[src/rtl/core/entity_id_allocator_with_bitsets_assert.svh]
// Assertion macros for the entity table block; empty when synthesized.
`ifndef ENTITY_ID_ALLOCATOR_WITH_BITSETS_ASSERT_SVH
`define ENTITY_ID_ALLOCATOR_WITH_BITSETS_ASSERT_SVH
`ifndef SYNTHESIS
`define EIA_ASSERT_ALWAYS(label, expr) \
  label: assert property (@(posedge clk) disable iff (rst) (expr)) \
    else $error("entity table assertion failed");
`define EIA_ASSERT_IMPL(label, ante, cons) \
  label: assert property (@(posedge clk) disable iff (rst) (ante) |-> (cons)) \
    else $error("entity table assertion failed");
`define EIA_ASSERT_NEXT(label, ante, cons) \
  label: assert property (@(posedge clk) disable iff (rst) (ante) |=> (cons)) \
    else $error("entity table assertion failed");
`else
`define EIA_ASSERT_ALWAYS(label, expr)
`define EIA_ASSERT_IMPL(label, ante, cons)
`define EIA_ASSERT_NEXT(label, ante, cons)
`endif
`endif

[src/rtl/core/eia_pkg.sv]
// Shared types and constants for the entity table block.
package eia_pkg;

  localparam int ENTITIES_DEF   = 1024;
  localparam int COMP_TYPES_DEF = 64;
  localparam int MODE_W         = 3;
  localparam int ENT_W          = 10;
  localparam int COMP_W         = 6;
  localparam int STATUS_W       = 3;

  typedef enum logic [MODE_W-1:0] {
    MODE_ALLOC   = 3'd0,
    MODE_RELEASE = 3'd1,
    MODE_CLEAR   = 3'd2,
    MODE_ADD     = 3'd3,
    MODE_REMOVE  = 3'd4,
    MODE_TEST    = 3'd5,
    MODE_LIST    = 3'd6,
    MODE_NONE    = 3'd7
  } mode_t;

  typedef enum logic [STATUS_W-1:0] {
    ST_OK      = 3'd0,
    ST_NO_FREE = 3'd1,
    ST_DEAD    = 3'd2,
    ST_PRESENT = 3'd3,
    ST_ABSENT  = 3'd4,
    ST_RANGE   = 3'd5,
    ST_FULL    = 3'd6
  } status_t;

  typedef enum logic [1:0] {
    S_INIT,
    S_IDLE,
    S_EXEC,
    S_LIST
  } state_t;

  typedef struct packed {
    logic load;
    logic step;
  } scan_ctl_t;

  typedef struct packed {
    logic              hit;
    logic              fin;
    logic [COMP_W-1:0] idx;
  } scan_sts_t;

endpackage

[src/rtl/core/eia_scan.sv]
// Component bitmap walker: shifts the bitmap one place a cycle while ctl.step is set, lowest bit first.
module eia_scan #(
  parameter int COMPONENT_TYPES = eia_pkg::COMP_TYPES_DEF
) (
  input  logic                       clk,
  input  eia_pkg::scan_ctl_t         ctl,
  input  logic [COMPONENT_TYPES-1:0] bits,
  output eia_pkg::scan_sts_t         sts
);

  logic [COMPONENT_TYPES-1:0] scan;
  logic [eia_pkg::COMP_W-1:0] idx;

  always_ff @(posedge clk) begin
    if (ctl.load) begin
      scan <= bits;
      idx  <= '0;
    end else if (ctl.step) begin
      scan <= scan >> 1;
      idx  <= idx + 1'b1;
    end
  end

  always_comb begin
    sts.hit = scan[0];
    // final set bit when nothing remains above it
    sts.fin = ((scan >> 1) == '0);
    sts.idx = idx;
  end

endmodule

[config.mk]
export PLATFORM = sky130hd
export DESIGN_NAME = eia_scan
export DESIGN_NICKNAME = d
export VERILOG_FILES = /design/src/rtl/core/entity_id_allocator_with_bitsets_assert.svh /design/src/rtl/core/eia_pkg.sv /design/src/rtl/core/eia_scan.sv
export SDC_FILE = /design/constraint.sdc
export NUM_CORES = 1
export LEC_CHECK = 0
export BUFFER_PORTS_ARGS = -buffer_cell sky130_fd_sc_hd__buf_2
export CORE_ASPECT_RATIO = 0.9
export CORE_MARGIN = 4
export CORE_UTILIZATION = 25
export CTS_CLUSTER_SIZE = 16
export DETAILED_ROUTE_END_ITERATION = 10
export PLACE_DENSITY_LB_ADDON = 0.1
export REMOVE_ABC_BUFFERS = 1
export SLEW_MARGIN = 20
export SYNTH_ARGS = -nofsm -noshare
export SYNTH_HDL_FRONTEND = slang
export SYNTH_SLANG_ARGS = --single-unit
[constraint.sdc]
create_clock -name clk -period 1.9 [get_ports clk]
set_input_delay 0.095 -clock clk [delete_from_list [all_inputs] [get_ports clk]]
set_output_delay 0.095 -clock clk [all_outputs]
set_load 0.005 [all_outputs]
==> results.sh <==
export IMPL_fmax_mhz=552
export IMPL_die_x_um=125
export IMPL_die_h_um=113
export IMPL_grt_usage=0.102
export IMPL_post_cts_buffers=0
export IMPL_antenna_found_initial=0
export IMPL_rsz0062_at_grt="no"
export IMPL_finalCritPeriodShare=0.953
export IMPL_antenna_left=0
export IMPL_p_per_area_nw_per_um2=1020
export IMPL_path_cells="nor4_4 > nand4_1 > nor4_2 > buf_2"
export IMPL_hp_start="bits[36]"
export IMPL_hold_class="primary input to register"
export IMPL_crit_fanout=2
export IMPL_r2r_end="idx[5]"
export IMPL_drtIter0Drc=108
export IMPL_ys_top_cells_by_area="edfxtp_1 63%, mux2_2 23%, dfxtp_1 3.9%"
export IMPL_ios=75
export IMPL_cpMaxStageDelayCell="edfxtp_1"
export IMPL_cts_clk_slew_worst_paths_ns=0.06
export IMPL_grt_overflow_total=0
export IMPL_worstHoldPathCells=2
export IMPL_end_kind="output port"
export IMPL_final_cell_count_no_fill=428
export IMPL_arrival_ns=1.72
export IMPL_min_to="scan[36]"
export IMPL_routabilityCongestion=0.683
export IMPL_cts_path_max_buffers=2
export IMPL_grt_max_degree=65
export IMPL_num_vias=1827
export IMPL_ff2ff_path_depth=3
export IMPL_syn_area_um2=3060
export IMPL_clkSinkCount=70
export IMPL_grt_pass1_vias=1956
export IMPL_wl_per_cell_um=16.2
export IMPL_layout_nets=331
export IMPL_r2r_start="idx[2]"
export IMPL_synth_area_leader_cell="edfxtp_1"
export IMPL_initial_core_util=0.254
export IMPL_row_count=38
export IMPL_setup_viol=0
export IMPL_cts_tree="yes"
export IMPL_met1_length_um=3320
export IMPL_power_leakage_nw=1.50
export IMPL_viasPerCell=4.27
export IMPL_drt_total_wl_um=6910
export IMPL_placed_area_um2=3640
export IMPL_grt_pass1_wl_um=10800
export IMPL_cts_made_buffers=9
export IMPL_wl_met3_um=437
export IMPL_netlist_area_leader_share=0.628
export IMPL_remaining_drc_errors=0
export IMPL_ys_seq_area_frac=0.667
export IMPL_period_minus_slack_ns=1.81
export IMPL_slew_headroom=0.754
export IMPL_ir_drop_mv=0.521
export IMPL_yosysWarnings=0
export IMPL_slew_viol_final=0
export IMPL_design_area_um2=3990
export IMPL_dr_wl_met2_um=3090
export IMPL_dp_hpwl_um=4870
export IMPL_fin_skew_ns=0.00725
export IMPL_antenna_cells=0
export IMPL_cp_data_required_time_ns=1.80
export IMPL_status="completed"
export IMPL_first_pass_iters=4
export IMPL_highest_layer="met4"
export IMPL_clkLatencyLatePin_ns=0.33
export IMPL_core_area_um2=12000
export IMPL_synthCells=183
export IMPL_hold_violations=0
export IMPL_area_delta_synth_final_pct=30.5
export IMPL_drive_gt1_frac=0.604
export IMPL_slowest_delay_ns=0.42
export IMPL_ys_types=21
export IMPL_drv_cap=0
export IMPL_r2r_slack_ns=0.76
export IMPL_path_class="register to output port"
export IMPL_port_buffers=74
export IMPL_fillers=1186
export IMPL_fp_dieArea_um2=14100
export IMPL_ys_ff_latch=70
export IMPL_hold_buffers=0
export IMPL_clockRootBuffer="clkbuf_16"
export IMPL_ctsHtreeMaxLevel=3
export IMPL_place_inst=412
export IMPL_synth_area_per_cell_um2=16.7
export IMPL_worst_pin_slew_ns=0.365
export IMPL_start_kind="register"
-- cells in the mapped netlist (all sizes together) --
cell type / n
clkbuf: 1
xnor2: 1
nor3: 1
and2: 1
xor2: 3
nand2: 2
or2: 1
dfxtp: 6
o21ai: 1
a21oi: 1
ha: 1
or3: 1
nor2: 5
nand4: 6
mux2: 63
nor4: 16
mux2i: 1
buf: 8
edfxtp: 64
-- sequential cells by signal (all words and copies together) (netlist names) --
| signal | cells |
|---|---|
| idx | 6 |
| scan | 64 |
-- what timing repair did --
| action | in CTS | in global routing |
|---|---|---|
| endpoints found under the hold margin | 0 | 0 |
| pin swaps | 0 | 0 |
| resized for setup | 4 | 3 |
| endpoints found under the setup margin | 1 | 1 |
-- cell families (layout without fill, tap and decap cells) --
kind of cell / count (synthesis) / count (layout) / synth area share
multiplexers: 64 / 64 / 0.235
flip-flops: 70 / 70 / 0.667
XOR/XNOR: 4 / 4 / 0.0115
AO/OA/AOI/OAI: 2 / 2 / 0.00327
AND/OR/NAND/NOR: 33 / 33 / 0.0634
buffers and inverters: 9 / 94 / 0.0151
adder cells (fa/ha/maj): 1 / 1 / 0.00409
-- where the power goes --
part / switching [mW] / internal (mW) / total [mW]
combinational: 0.133 / 0.201 / 0.335
sequential: 0.0950 / 1.88 / 1.97
clock: 0.605 / 1.14 / 1.75
-- worst max-delay path: cells and delay by family (launching register included) --
family        cells  cell delay, ns
simple gates      3            0.80
buf+inv           1            0.16
flops             1            0.42
-- layout by cell type (no fill, tap or decap), types with 2 or more instances in the layout --
master     count
buf_2         74
edfxtp_1      64
mux2_2        63
nor4_1        10
clkbuf_16      9
dfxtp_1        6
nand4_1        5
nor4_2         5
nor2_1         5
xor2_1         3
nand2_1        2
bufinv_16      2
clkbuf_1       2
clkinv_2       2
buf_12         2
buf_4          2
-- final cells by class --
class                   instances  area [µm²]  area share
well taps                     160         200      0.0502
repair buffers                 78         425       0.107
multi-input cells             104        1020       0.255
clock buffers                  11         233      0.0583
clock inverters                 5        73.8      0.0185
flip-flops and latches         70        2040       0.512
-- worst max-delay path by stage --
stage,start,end,slack (ns),cells after the start
floorplan,ctl[1],scan[0],0.58,1
finish,scan[40],sts[6],0.09,4
global placement,scan[39],sts[6],0.14,4
detailed placement,scan[40],sts[6],0.13,4
global route,scan[40],sts[6],0.002,4
CTS,scan[40],sts[6],-0.004,4
-- metrics by stage --
| step | hold WS (ns) | setup WS [ns] | utilization | power (mW) | TNS, ns |
|---|---|---|---|---|---|
| CTS | 0.0505 | -0.00364 | 0.330 | 4.13 | -0.00364 |
| global placement | 0.397 | 0.138 | 0.302 | 2.34 | 0 |
| floorplan | 0.164 | 0.584 | - | 2.14 | 0 |
| finish | 0.0651 | 0.0889 | 0.332 | 4.05 | 0 |
| global route | 0.0551 | 0.00211 | 0.332 | 4.25 | 0 |
| detailed placement | 0.402 | 0.127 | 0.302 | 2.33 | 0 |
-- layer usage --
layer / global-route usage / vias up
li1: - / 890
met1: 0.135 / 877
met2: 0.152 / 55
met3: 0.0467 / 5
met4: 0.0241 / 0
met5: 0 / -
Note: power is estimated with default switching activity, not from simulation.
